**src/rtl/promotable_priority_table_top_macros.svh**
```systemverilog
// Assertion macros shared by the promotable priority table RTL.
// Each macro expects clk and rst_n in the scope where it is used.
`ifndef PROMOTABLE_PRIORITY_TABLE_TOP_MACROS_SVH
`define PROMOTABLE_PRIORITY_TABLE_TOP_MACROS_SVH

// Same-cycle implication.
`define PPT_ASSERT_NOW(lbl, ante, cons, msg) \
    lbl: assert property (@(posedge clk) disable iff (!rst_n) (ante) |-> (cons)) \
        else $error(msg);

// Next-cycle implication.
`define PPT_ASSERT_NEXT(lbl, ante, cons, msg) \
    lbl: assert property (@(posedge clk) disable iff (!rst_n) (ante) |=> (cons)) \
        else $error(msg);

`endif

```
**src/rtl/ppt_pkg.sv**
```systemverilog
// Shared types, codes and defaults for the promotable priority table.
// No dependencies; the interfaces and modules import this package.
package ppt_pkg;

    localparam int OP_W       = 3;
    localparam int ID_W       = 6;
    localparam int PAYLOAD_W  = 64;
    localparam int PRIO_OUT_W = 16;
    localparam int STAMP_W    = 32;

    localparam int DEF_ENTRIES       = 64;
    localparam int DEF_PAYLOAD_BITS  = 64;
    localparam int DEF_PRIORITY_BITS = 16;

    typedef enum logic [OP_W-1:0] {
        OP_ADD     = 3'd0,
        OP_PROMOTE = 3'd1,
        OP_GET     = 3'd2,
        OP_GET_MAX = 3'd3,
        OP_POP_MAX = 3'd4,
        OP_IS_VAL  = 3'd5
    } op_t;

    typedef enum logic [1:0] {
        ST_OK      = 2'd0,
        ST_FULL    = 2'd1,
        ST_INVALID = 2'd2,
        ST_EMPTY   = 2'd3
    } status_t;

    typedef enum logic [1:0] {
        RD_ID,
        RD_SCAN,
        RD_BEST
    } rd_src_t;

    typedef enum logic [3:0] {
        OK_ZERO,
        OK_FULL,
        OK_INVALID,
        OK_EMPTY,
        OK_VALID_Q,
        OK_ADDED,
        OK_GOT,
        OK_PROMOTED,
        OK_MAX
    } out_kind_t;

    typedef struct packed {
        logic      load_item;
        logic      rd_en;
        rd_src_t   rd_src;
        logic      idx_inc;
        logic      wr_add;
        logic      wr_promote;
        logic      clr_live;
        logic      out_load;
        out_kind_t out_kind;
    } dp_cmd_t;

    typedef struct packed {
        logic [OP_W-1:0] op;
        logic            id_ok;
        logic            live_at_idx;
        logic            idx_last;
        logic            best_found;
        logic            out_free;
    } dp_stat_t;

endpackage

```
**src/rtl/ppt_ctrl.sv**
```systemverilog
// Controller state machine: sequences add scan, id access and max scan.
// Depends on ppt_pkg; drives the datapath through dp_cmd_t.
module ppt_ctrl
    import ppt_pkg::*;
(
    input  logic     clk,
    input  logic     rst_n,
    input  logic     in_valid,
    output logic     in_ready,
    input  dp_stat_t stat,
    output dp_cmd_t  cmd
);
    typedef enum logic [3:0] {
        S_IDLE,
        S_DECODE,
        S_ADD_SCAN,
        S_ACC_WAIT,
        S_MAX_SCAN,
        S_MAX_DRAIN,
        S_MAX_PICK,
        S_MAX_WAIT,
        S_FINISH
    } state_t;

    state_t    state_reg, state_next;
    out_kind_t kind_reg, kind_next;

    assign in_ready = (state_reg == S_IDLE);

    always_comb
    begin
        cmd        = '0;
        cmd.rd_src = RD_SCAN;
        state_next = state_reg;
        kind_next  = kind_reg;
        unique case (state_reg)
            S_IDLE:
            begin
                if (in_valid)
                begin
                    cmd.load_item = 1'b1;
                    state_next    = S_DECODE;
                end
            end
            S_DECODE:
            begin
                state_next = S_FINISH;
                priority case (stat.op)
                    OP_ADD:
                    begin
                        state_next = S_ADD_SCAN;
                    end
                    OP_PROMOTE, OP_GET:
                    begin
                        if (stat.id_ok)
                        begin
                            cmd.rd_en  = 1'b1;
                            cmd.rd_src = RD_ID;
                            state_next = S_ACC_WAIT;
                        end
                        else
                        begin
                            kind_next = OK_INVALID;
                        end
                    end
                    OP_GET_MAX, OP_POP_MAX:
                    begin
                        cmd.rd_en   = 1'b1;
                        cmd.idx_inc = 1'b1;
                        state_next  = S_MAX_SCAN;
                    end
                    OP_IS_VAL:
                    begin
                        kind_next = OK_VALID_Q;
                    end
                    default:
                    begin
                        kind_next = OK_ZERO;
                    end
                endcase
            end
            S_ADD_SCAN:
            begin
                if (!stat.live_at_idx)
                begin
                    cmd.wr_add = 1'b1;
                    kind_next  = OK_ADDED;
                    state_next = S_FINISH;
                end
                else if (stat.idx_last)
                begin
                    kind_next  = OK_FULL;
                    state_next = S_FINISH;
                end
                else
                begin
                    cmd.idx_inc = 1'b1;
                end
            end
            S_ACC_WAIT:
            begin
                if (stat.op == OP_PROMOTE)
                begin
                    cmd.wr_promote = 1'b1;
                    kind_next      = OK_PROMOTED;
                end
                else
                begin
                    kind_next = OK_GOT;
                end
                state_next = S_FINISH;
            end
            S_MAX_SCAN:
            begin
                cmd.rd_en = 1'b1;
                if (stat.idx_last)
                begin
                    state_next = S_MAX_DRAIN;
                end
                else
                begin
                    cmd.idx_inc = 1'b1;
                end
            end
            S_MAX_DRAIN:
            begin
                state_next = S_MAX_PICK;
            end
            S_MAX_PICK:
            begin
                if (stat.best_found)
                begin
                    cmd.rd_en  = 1'b1;
                    cmd.rd_src = RD_BEST;
                    state_next = S_MAX_WAIT;
                end
                else
                begin
                    kind_next  = OK_EMPTY;
                    state_next = S_FINISH;
                end
            end
            S_MAX_WAIT:
            begin
                cmd.clr_live = (stat.op == OP_POP_MAX);
                kind_next    = OK_MAX;
                state_next   = S_FINISH;
            end
            S_FINISH:
            begin
                // hold until the result register is free
                if (stat.out_free)
                begin
                    cmd.out_load = 1'b1;
                    cmd.out_kind = kind_reg;
                    state_next   = S_IDLE;
                end
            end
            default:
            begin
                state_next = S_IDLE;
            end
        endcase
    end

    always_ff @(posedge clk or negedge rst_n)
    begin
        if (!rst_n)
        begin
            state_reg <= S_IDLE;
            kind_reg  <= OK_ZERO;
        end
        else
        begin
            state_reg <= state_next;
            kind_reg  <= kind_next;
        end
    end

endmodule

```
**config.mk**
```make
export PLATFORM = sky130hd
export DESIGN_NAME = ppt_ctrl
export DESIGN_NICKNAME = d
export VERILOG_FILES = /design/src/rtl/promotable_priority_table_top_macros.svh /design/src/rtl/ppt_pkg.sv /design/src/rtl/ppt_ctrl.sv
export SDC_FILE = /design/constraint.sdc
export NUM_CORES = 1
export LEC_CHECK = 0
export BUFFER_PORTS_ARGS = -buffer_cell sky130_fd_sc_hd__buf_4
export CORE_MARGIN = 4
export CORE_UTILIZATION = 48
export DETAILED_ROUTE_END_ITERATION = 10
export GPL_ROUTABILITY_DRIVEN = 0
export PLACE_DENSITY = 0.87
export RECOVER_POWER = 100
export SETUP_SLACK_MARGIN = 0.3
export SLEW_MARGIN = 20
export SYNTH_ARGS = -nofsm -noshare
export SYNTH_HDL_FRONTEND = slang
export SYNTH_SLANG_ARGS = --single-unit
```
**constraint.sdc**
```tcl
create_clock -name clk -period 1.9 [get_ports clk]
set_input_delay 0.285 -clock clk [delete_from_list [all_inputs] [get_ports clk]]
set_output_delay 0.285 -clock clk [all_outputs]
set_load 0.005 [all_outputs]
```
==> flow_summary_export.csv, run 1 <==
group,metric,value,unit
status,outcome,"finished, final reports clean",
min_path,min_path_type,"in2reg",
clock_tree,clock_path_buffers,2,
timing,slew_violations,0,
finish,seq_area,205.2,µm²
power_and_ir_drop,power.leakage,0.5444,nW
grt,antenna_found_initial,0,
floorplanning,fp.dieW,46.45,µm
drt,wl_per_cell,20.73,µm
critical_path,critical_path.max_stage_delay,0.45,ns
finish,multiInputGateArea,550.5,µm²
critical_path,crit_top_cell,"buf_4",
finish,diodes,0,
critical_path,worstPathMaxFanout,5,
floorplanning,core-area,1350,µm²
synth,async_flop_share,100.0,%
drt,dr.first_iter.drc_count,43,
floorplanning,start_util,52.55,%
timing,rsz0062_at_grt,"yes",
synth,synth_most_common_cell,"dfrtp_1",
timing,setup_viol_count_final,0,
synth,synth_area,709.4,µm²
synth,post-synth-top-area-fraction,28.22,%
clock_tree,clk_latency,0.25,ns
timing,fin_skew,0.007598,ns
drt,vias,823,
floorplanning,dieArea,2157,µm²
flow_run,max_cap_violations,0,
placed_design,dp_cells,111,
clock_tree,cts-buffers-inserted,3,
synth,ys_seq_area_share,28.22,%
placed_design,placed_area,885.9,µm²
grt,grt_overflow,0,
synth,synthTopCellsByCount,"dfrtp_1, nor2_1, and2_1, inv_1",
power_and_ir_drop,power_density,1202,nW/µm²
timing,max_slew_margin,68.39,%
grt,grt_use_met3,1.563,%
finish,fin_nets,132,
synth,synth.distinct_cells,38,
grt,grt_max_degree,11,
timing,hold_viol_final,0,
synth,synthFlopType,"dfrtp_1",
grt,grt_util_met1,28.47,%
synth,synth_nets,85,
grt,grt_busiest_layer,"met2",
floorplanning,ioPinCount,25,
synth,synth_edf_count,0,
critical_path,crit_buf_inv,3,
grt,grt_pass1_wl,3.167,mm
critical_path,crit_chain,"buf_4 -> buf_6 -> or3_4 -> nor2_2 -> buf_4",
critical_path,cpMaxStageDelayCell,"dfrtp_2",
timing,worst_pin_slew,0.4741,ns
placed_design,io_buffer_count,24,
synth,yosys-top-cells-area,"dfrtp_1, mux2_4, and2_1",
grt,grtUsageTotal,21.42,%
critical_path,critPathLaunchType,"flip-flop",
finish,area_growth,69.14,%
timing,fin_hold_ws,0.2152,ns
synth,syn_area_per_cell,9.587,µm²
finish,final_cells,134,
critical_path,path_delay_family,"simple AND/OR/NAND/NOR gates",
clock_tree,clkTransAtPathRegs,0.06,ns
critical_path,crit_type,"reg2out",
drt,ant_nets,0,
finish,final_layout_size_suffix_gt1_share,63.87,%
timing,min_period_over_period,99.37,%
clock_tree,cts_tree,"done",
floorplanning,die_h,46.45,µm
finish,final_cell_area,1200,µm²
finish,fill_cells,48,
clock_tree,cts_root_buffer,"clkbuf_4",
power_and_ir_drop,peakVddDrop,0.0009891,V
synth,ys_seq_elements,8,
drt,via_per_inst,6.142,
synth,yosysTopAreaCell,"dfrtp_1",
critical_path,critPathCaptureType,"primary output",
floorplanning,rows,13,
timing,post-route-min-period,1.888,ns
critical_path,worstPathArrival,1.60,ns
clock_tree,htreeDepth,1,
placed_design,hpwlAfterDp,1.352,mm
timing,max_freq,0.5297,GHz
drt,drtPass1Iterations,4,
drt,wirelength,2.778,mm
clock_tree,cts.sinks,8,
critical_path,worstPathRequired,1.62,ns
drt,drc,0,
grt,grtUsageMet2,33.24,%
grt,grt_pass1_vias,651,
synth,yosys_warnings,0,
synth,synthCells,74,
-- per-stage QoR --
stage                     util [%]  worst slack [ns]  setup TNS (ns)  power [mW]
final                        88.88           0.01205               0       1.443
after global routing         88.88          -0.05605         -0.2503       1.510
after CTS                    75.16           0.09091               0       1.129
after detailed placement     65.62            0.2042               0      0.8913
after global placement       65.62            0.2158               0      0.8666
after floorplan                  -            0.4070               0      0.7392
-- final timing paths --
| path | cells after the start | end | from | slack [ns] |
|---|---|---|---|---|
| worst max-delay path | 5 | cmd[6] | state_reg[2]$_DFFE_PN0P_ | 0.01 |
| worst min-delay path | 2 | state_reg[3]$_DFFE_PN0P_ | stat[0] | 0.22 |
| worst max register to register | 6 | state_reg[0]$_DFFE_PN0P_ | state_reg[1]$_DFFE_PN0P_ | 0.10 |
| worst min register to register | 1 | kind_reg[0]$_DFFE_PN0P_ | kind_reg[0]$_DFFE_PN0P_ | 0.51 |
| max in group asynchronous | 2 | state_reg[0]$_DFFE_PN0P_ | rst_n | 1.03 |
| min in group asynchronous | 2 | state_reg[2]$_DFFE_PN0P_ | rst_n | 0.52 |
-- power by group --
group	switching [mW]	internal [mW]
combinational	0.436	0.538
clock	0.0613	0.0726
sequential	0.0995	0.235
total	0.597	0.846
-- cells by family after synthesis --
family	share of synthesized area, %
and+or+nand+nor	31.39
AOI/OAI and AO/OA	22.57
DFF	28.22
buffers and inverters	7.406
muxes	7.936
xor gates and xnor gates	2.470
-- cell type report --
class / count / share of cell area, %
Timing Repair Buffer: 46 / 32.33
Inverter: 4 / 1.251
Tap cell: 15 / 1.564
Clock buffer: 3 / 1.877
Multi-Input combinational cell: 58 / 45.88
Sequential cell: 8 / 17.10
-- worst reg2reg max path, cell delays in order (launching register included) --
cell,delay (ns)
dfrtp_2,0.48
nor4b_4,0.38
buf_4,0.19
a31oi_4,0.09
buf_4,0.16
buf_6,0.11
a221oi_2,0.27
-- layout by cell type (no fill, tap or decap), types with 4 or more instances in the layout --
cell     count
buf_6        9
dfrtp_2      4
buf_4       33
inv_1        4
dfrtp_1      4
and2_1       5
-- what timing repair did --
action,4_1_cts,5_1_grt
setup endpoints to repair,17,20
resized for setup,10,20
hold buffers,1,0
pin swaps,5,8
hold endpoints to repair,8,0
buffers inserted,8,11
cloned,0,0
-- routing by layer --
metal / vias to the layer above / wire length [µm] / part of all wire (%)
met5: - / 0 / 0
met4: 0 / 124 / 4.5
met3: 12 / 253 / 9.1
met2: 65 / 1329 / 48
met1: 386 / 1070 / 39
li1: 360 / - / -
(Power assumes the default switching activity.)
==> run 2, diff against run 1 <==
- CELL_PAD_IN_SITES_DETAIL_PLACEMENT: unset -> 1
- CELL_PAD_IN_SITES_GLOBAL_PLACEMENT: unset -> 2
- CORE_ASPECT_RATIO: unset -> 0.7
- CORE_UTILIZATION: 48 -> 28
==> run 2 against run 1 <==
Sequential share of layout area down 0.21 points. Combinational power is 2.4% lower. Utilization is 36 points lower. Global-route usage fell by 7.4 points. Die area increased by 58%. Clock skew increased by 0.016 ns. Critical path depth is the same. Hold slack got worse by 0.018 ns. Via count down 7.0%. Clock-buffer cell count is the same. First-iteration DRC count down 23%. Setup slack lost 0.0094 ns.
==> flow_summary_export.csv, run 2 (synthesized netlist as in run 1, its figures left out) <==
group,metric,value,unit
finish,final_layout_size_suffix_gt1_share,63.03,%
drt,drc,0,
timing,max_slew_margin,68.86,%
critical_path,critPathLaunchType,"flip-flop",
critical_path,critPathCaptureType,"primary output",
timing,setup_viol_count_final,0,
critical_path,worstPathArrival,1.61,ns
drt,wirelength,2.770,mm
floorplanning,die_h,50.12,µm
drt,wl_per_cell,18.34,µm
placed_design,placed_area,922.1,µm²
grt,grt_overflow,0,
drt,dr.first_iter.drc_count,33,
flow_run,max_cap_violations,0,
floorplanning,rows,14,
placed_design,hpwlAfterDp,1.673,mm
grt,antenna_found_initial,0,
finish,utilization,53.35,%
finish,layout_common_cells,"buf_4, buf_6, and2_1",
timing,fin_hold_ws,0.1969,ns
floorplanning,fp.dieW,68.16,µm
finish,fin_nets,132,
drt,vias,765,
floorplanning,start_util,31.15,%
grt,grt_pass1_wl,3.525,mm
clock_tree,cts.sinks,8,
clock_tree,cts-buffers-inserted,3,
drt,via_per_inst,5.066,
floorplanning,dieArea,3416,µm²
finish,area_growth,71.25,%
finish,fill_cells,253,
power_and_ir_drop,power_density,1189,nW/µm²
floorplanning,ioPinCount,25,
timing,rsz0062_at_grt,"yes",
drt,drtPass1Iterations,4,
grt,grt_pass1_vias,728,
finish,mostFrequentLayoutCell,"buf_4",
drt,ant_nets,0,
placed_design,io_buffer_count,24,
critical_path,worstPathRequired,1.62,ns
grt,grt_max_degree,9,
floorplanning,core-area,2277,µm²
timing,worst_pin_slew,0.4671,ns
timing,hold_viol_final,0,
timing,finalSetupTns,0,ns
critical_path,worstPathMaxFanout,8,
clock_tree,clkTransAtPathRegs,0.07,ns
critical_path,crit_type,"reg2out",
clock_tree,cts_root_buffer,"clkbuf_4",
timing,min_period_over_period,99.86,%
timing,slew_violations,0,
grt,grtUsageTotal,14.04,%
power_and_ir_drop,total_power,1.445,mW
timing,post-route-min-period,1.897,ns
finish,final_cell_area,1215,µm²
power_and_ir_drop,peakVddDrop,0.0003617,V
status,outcome,"finished, final reports clean",
clock_tree,cts_tree,"done",
timing,fin_skew,0.02334,ns
timing,max_freq,0.5271,GHz
clock_tree,clk_latency,0.28,ns
clock_tree,htreeDepth,1,
clock_tree,clock_path_buffers,2,
finish,diodes,0,
power_and_ir_drop,power.leakage,0.5382,nW
min_path,min_path_type,"in2reg",
run 2: metal layers:
| metal | GRT usage [%] | wire length [µm] | part of all wire (%) |
|---|---|---|---|
| met1 | 19.07 | 1292 | 47 |
| met4 | 3.960 | 8 | 0.29 |
| met5 | 0 | 0 | 0 |
| met3 | 4.318 | 141 | 5.1 |
| met2 | 21.28 | 1327 | 48 |
run 2: what timing repair did:
item	in CTS	in global routing
endpoints found under the hold margin	8	0
pin swaps	4	6
hold buffers	1	0
buffers inserted	6	11
resized for setup	12	19
endpoints found under the setup margin	17	17
run 2: path summary, 6_finish.rpt:
kind / depth (start not counted) / slack, ns / to / start
max reg2reg: 6 / 0.11 / kind_reg[2]$_DFFE_PN0P_ / state_reg[1]$_DFFE_PN0P_
max in group asynchronous: 2 / 1.07 / state_reg[2]$_DFFE_PN0P_ / rst_n
min in group asynchronous: 2 / 0.46 / kind_reg[1]$_DFFE_PN0P_ / rst_n
max: 5 / 0.003 / cmd[11] / state_reg[1]$_DFFE_PN0P_
min reg2reg: 1 / 0.49 / kind_reg[3]$_DFFE_PN0P_ / kind_reg[3]$_DFFE_PN0P_
min: 2 / 0.20 / state_reg[3]$_DFFE_PN0P_ / stat[0]
run 2: stage by stage:
step | instances | setup WS, ns
2_1_floorplan | 74 | 0.4070
3_3_place_gp | 130 | 0.1952
3_5_place_dp | 130 | 0.1920
4_1_cts | 140 | 0.05426
5_1_grt | 151 | -0.06658
6_report | 151 | 0.002662
run 2: final cells by class:
cell class | instances | area, µm² | area share, %
clock buffer | 3 | 22.52 | 1.854
inverter | 4 | 18.77 | 1.545
multi-input combinational | 58 | 550.5 | 45.31
sequential | 8 | 205.2 | 16.89
tap | 32 | 40.04 | 3.296
timing repair buffer | 46 | 377.9 | 31.10
run 2: where the power goes:
group | total [mW] | switching (mW) | internal, mW
combinational | 0.951 | 0.416 | 0.535
clock | 0.146 | 0.0727 | 0.0729
sequential | 0.349 | 0.114 | 0.235
total | 1.44 | 0.602 | 0.843
run 2: critical path, cell delays in order, from the launching register on:
cell and delay, ns:
dfrtp_2 0.49, nor4b_4 0.38, buf_4 0.18, a31oi_4 0.09, nand3_2 0.10, buf_6 0.09
==> run 3, diff against run 2 <==
- CELL_PAD_IN_SITES_DETAIL_PLACEMENT: 1 -> unset
- CELL_PAD_IN_SITES_GLOBAL_PLACEMENT: 2 -> unset
- CORE_ASPECT_RATIO: 0.7 -> unset
- CORE_UTILIZATION: 28 -> 48
- clock period: 1.9 -> 2 ns (I/O delays scaled with it)
==> run 3 against run 2 <==
Combinational power fell by 16%. Clock-buffer cell count did not move. Critical path depth did not move. Non-clock buffer count fell by 6. Clock power fell by 11%. Power fell by 14%. Cell count fell by 15%. Critical path type unchanged. Largest cell class unchanged.
==> flow_summary_export.csv, run 3 (synthesized netlist as in run 1, its figures left out) <==
group,metric,value,unit
timing,max_freq,0.5292,GHz
clock_tree,htreeDepth,1,
grt,grtUsageTotal,26.29,%
clock_tree,cts.sinks,8,
power_and_ir_drop,total_power,1.242,mW
timing,finalSetupTns,0,ns
drt,dr.first_iter.drc_count,36,
drt,via_per_inst,6.094,
critical_path,setup.worst_path.start,"state_reg[2]$_DFFE_PN0P_",
critical_path,worstPathArrival,1.59,ns
drt,wl_per_cell,19.72,µm
timing,min_period_over_period,94.48,%
critical_path,crit_type,"reg2out",
min_path,min_path_type,"in2reg",
critical_path,worstPathMaxFanout,6,
finish,area_growth,55.03,%
floorplanning,core-area,1350,µm²
critical_path,cp-endpoint,"cmd[11]",
grt,grt_pass1_wl,3.808,mm
timing,slew_violations,0,
grt,grt_overflow,0,
finish,mostFrequentLayoutCell,"buf_4",
floorplanning,ioPinCount,25,
finish,final_layout_size_suffix_gt1_share,59.29,%
clock_tree,clkTransAtPathRegs,0.05,ns
finish,fill_cells,84,
drt,drc,0,
power_and_ir_drop,power.leakage,0.4974,nW
placed_design,hpwlAfterDp,1.391,mm
clock_tree,cts_tree,"done",
min_path,min_path_cells,2,
critical_path,timing.reg2reg.setup_slack,0.12,ns
timing,rsz0062_at_grt,"yes",
grt,grt_max_degree,9,
finish,layout_common_cells,"buf_4, clkbuf_4, dfrtp_1, nor2_1, buf_6",
drt,wirelength,2.524,mm
timing,fin_skew,0.002995,ns
clock_tree,clk_latency,0.26,ns
timing,max_slew_margin,70.94,%
floorplanning,start_util,52.55,%
critical_path,reg2reg_from,"state_reg[2]$_DFFE_PN0P_",
clock_tree,cts-buffers-inserted,3,
critical_path,r2r.worst_path.cells,7,
critical_path,worstPathRequired,1.70,ns
floorplanning,dieArea,2157,µm²
floorplanning,die_h,46.45,µm
floorplanning,fp.dieW,46.45,µm
timing,worst_pin_slew,0.4359,ns
timing,fin_hold_ws,0.2264,ns
power_and_ir_drop,peakVddDrop,0.0006697,V
finish,utilization,81.46,%
timing,post-route-min-period,1.890,ns
power_and_ir_drop,power_density,1129,nW/µm²
critical_path,r2r_end,"kind_reg[1]$_DFFE_PN0P_",
flow_run,max_cap_violations,0,
timing,hold_viol_final,0,
finish,diodes,0,
drt,vias,780,
grt,antenna_found_initial,0,
status,outcome,"finished, final reports clean",
clock_tree,clock_path_buffers,2,
drt,ant_nets,0,
clock_tree,cts_root_buffer,"clkbuf_4",
critical_path,critPathLaunchType,"flip-flop",
finish,fin_nets,126,
timing,setup_viol_count_final,0,
critical_path,critPathCaptureType,"primary output",
grt,grt_pass1_vias,772,
floorplanning,rows,13,
placed_design,io_buffer_count,24,
drt,drtPass1Iterations,4,
-- run 3: cell types whose count changed in the layout (fill, tap and decap cells not counted), moves of 2 or more --
cell / previous run / this run
nor2b_2: 2 / 0
clkbuf_4: 3 / 6
buf_6: 9 / 4
and2_1: 5 / 3
and2_0: 0 / 2
nor2b_4: 1 / 3
buf_4: 35 / 31
-- run 3: power by group --
group          switching (mW)  leakage [nW]  internal (mW)
logic                   0.369         0.381          0.426
clock network          0.0605        0.0138         0.0690
registers              0.0950         0.103          0.223
-- run 3: worst max-delay path: stages (launching register included) --
cell and delay (ns):
dfrtp_1 0.49, nor4b_4 0.37, buf_4 0.18, a31oi_4 0.09
nand3_2 0.10, buf_6 0.09
-- run 3: how the worst min path moves through the flow --
stage / start / endpoint / slack (ns)
floorplan: rst_n / kind_reg[0]$_DFFE_PN0P_ / 0.004
global placement: rst_n / state_reg[2]$_DFFE_PN0P_ / 0.12
detailed placement: rst_n / state_reg[1]$_DFFE_PN0P_ / 0.12
CTS: stat[0] / state_reg[3]$_DFFE_PN0P_ / 0.22
global route: stat[0] / state_reg[3]$_DFFE_PN0P_ / 0.23
finish: stat[0] / state_reg[3]$_DFFE_PN0P_ / 0.23
-- run 3: stage by stage --
stage,setup WS (ns),instance area (µm²),instances
after floorplan,0.5070,709.4,74
after global placement,0.2937,885.9,111
after detailed placement,0.2906,885.9,111
after CTS,0.2004,1074,127
after global routing,0.05679,1100,128
final,0.1104,1100,128
-- run 3: area by class of cell --
type | instances | area, µm² | share of cell area, %
Timing Repair Buffer | 40 | 314.1 | 28.56
Sequential cell | 8 | 203.9 | 18.54
Inverter | 4 | 15.01 | 1.365
Clock buffer | 3 | 22.52 | 2.048
Multi-Input combinational cell | 58 | 525.5 | 47.78
Tap cell | 15 | 18.77 | 1.706
-- run 3: repair_timing --
item	4_1_cts	5_1_grt
endpoints found under the setup margin	13	15
hold buffers	1	0
pin swaps	3	2
resized for setup	18	6
hold endpoints to repair	8	0
gates cloned	0	0
buffers inserted	12	1
-- run 3: metal layers --
metal / part of all wire (%) / track usage (%) / vias up
met4: 4.4 / 18.18 / 0
met5: 0 / 0 / -
met1: 39 / 32.78 / 372
li1: - / - / 349
met3: 9.1 / 2.344 / 10
met2: 47 / 42.03 / 49
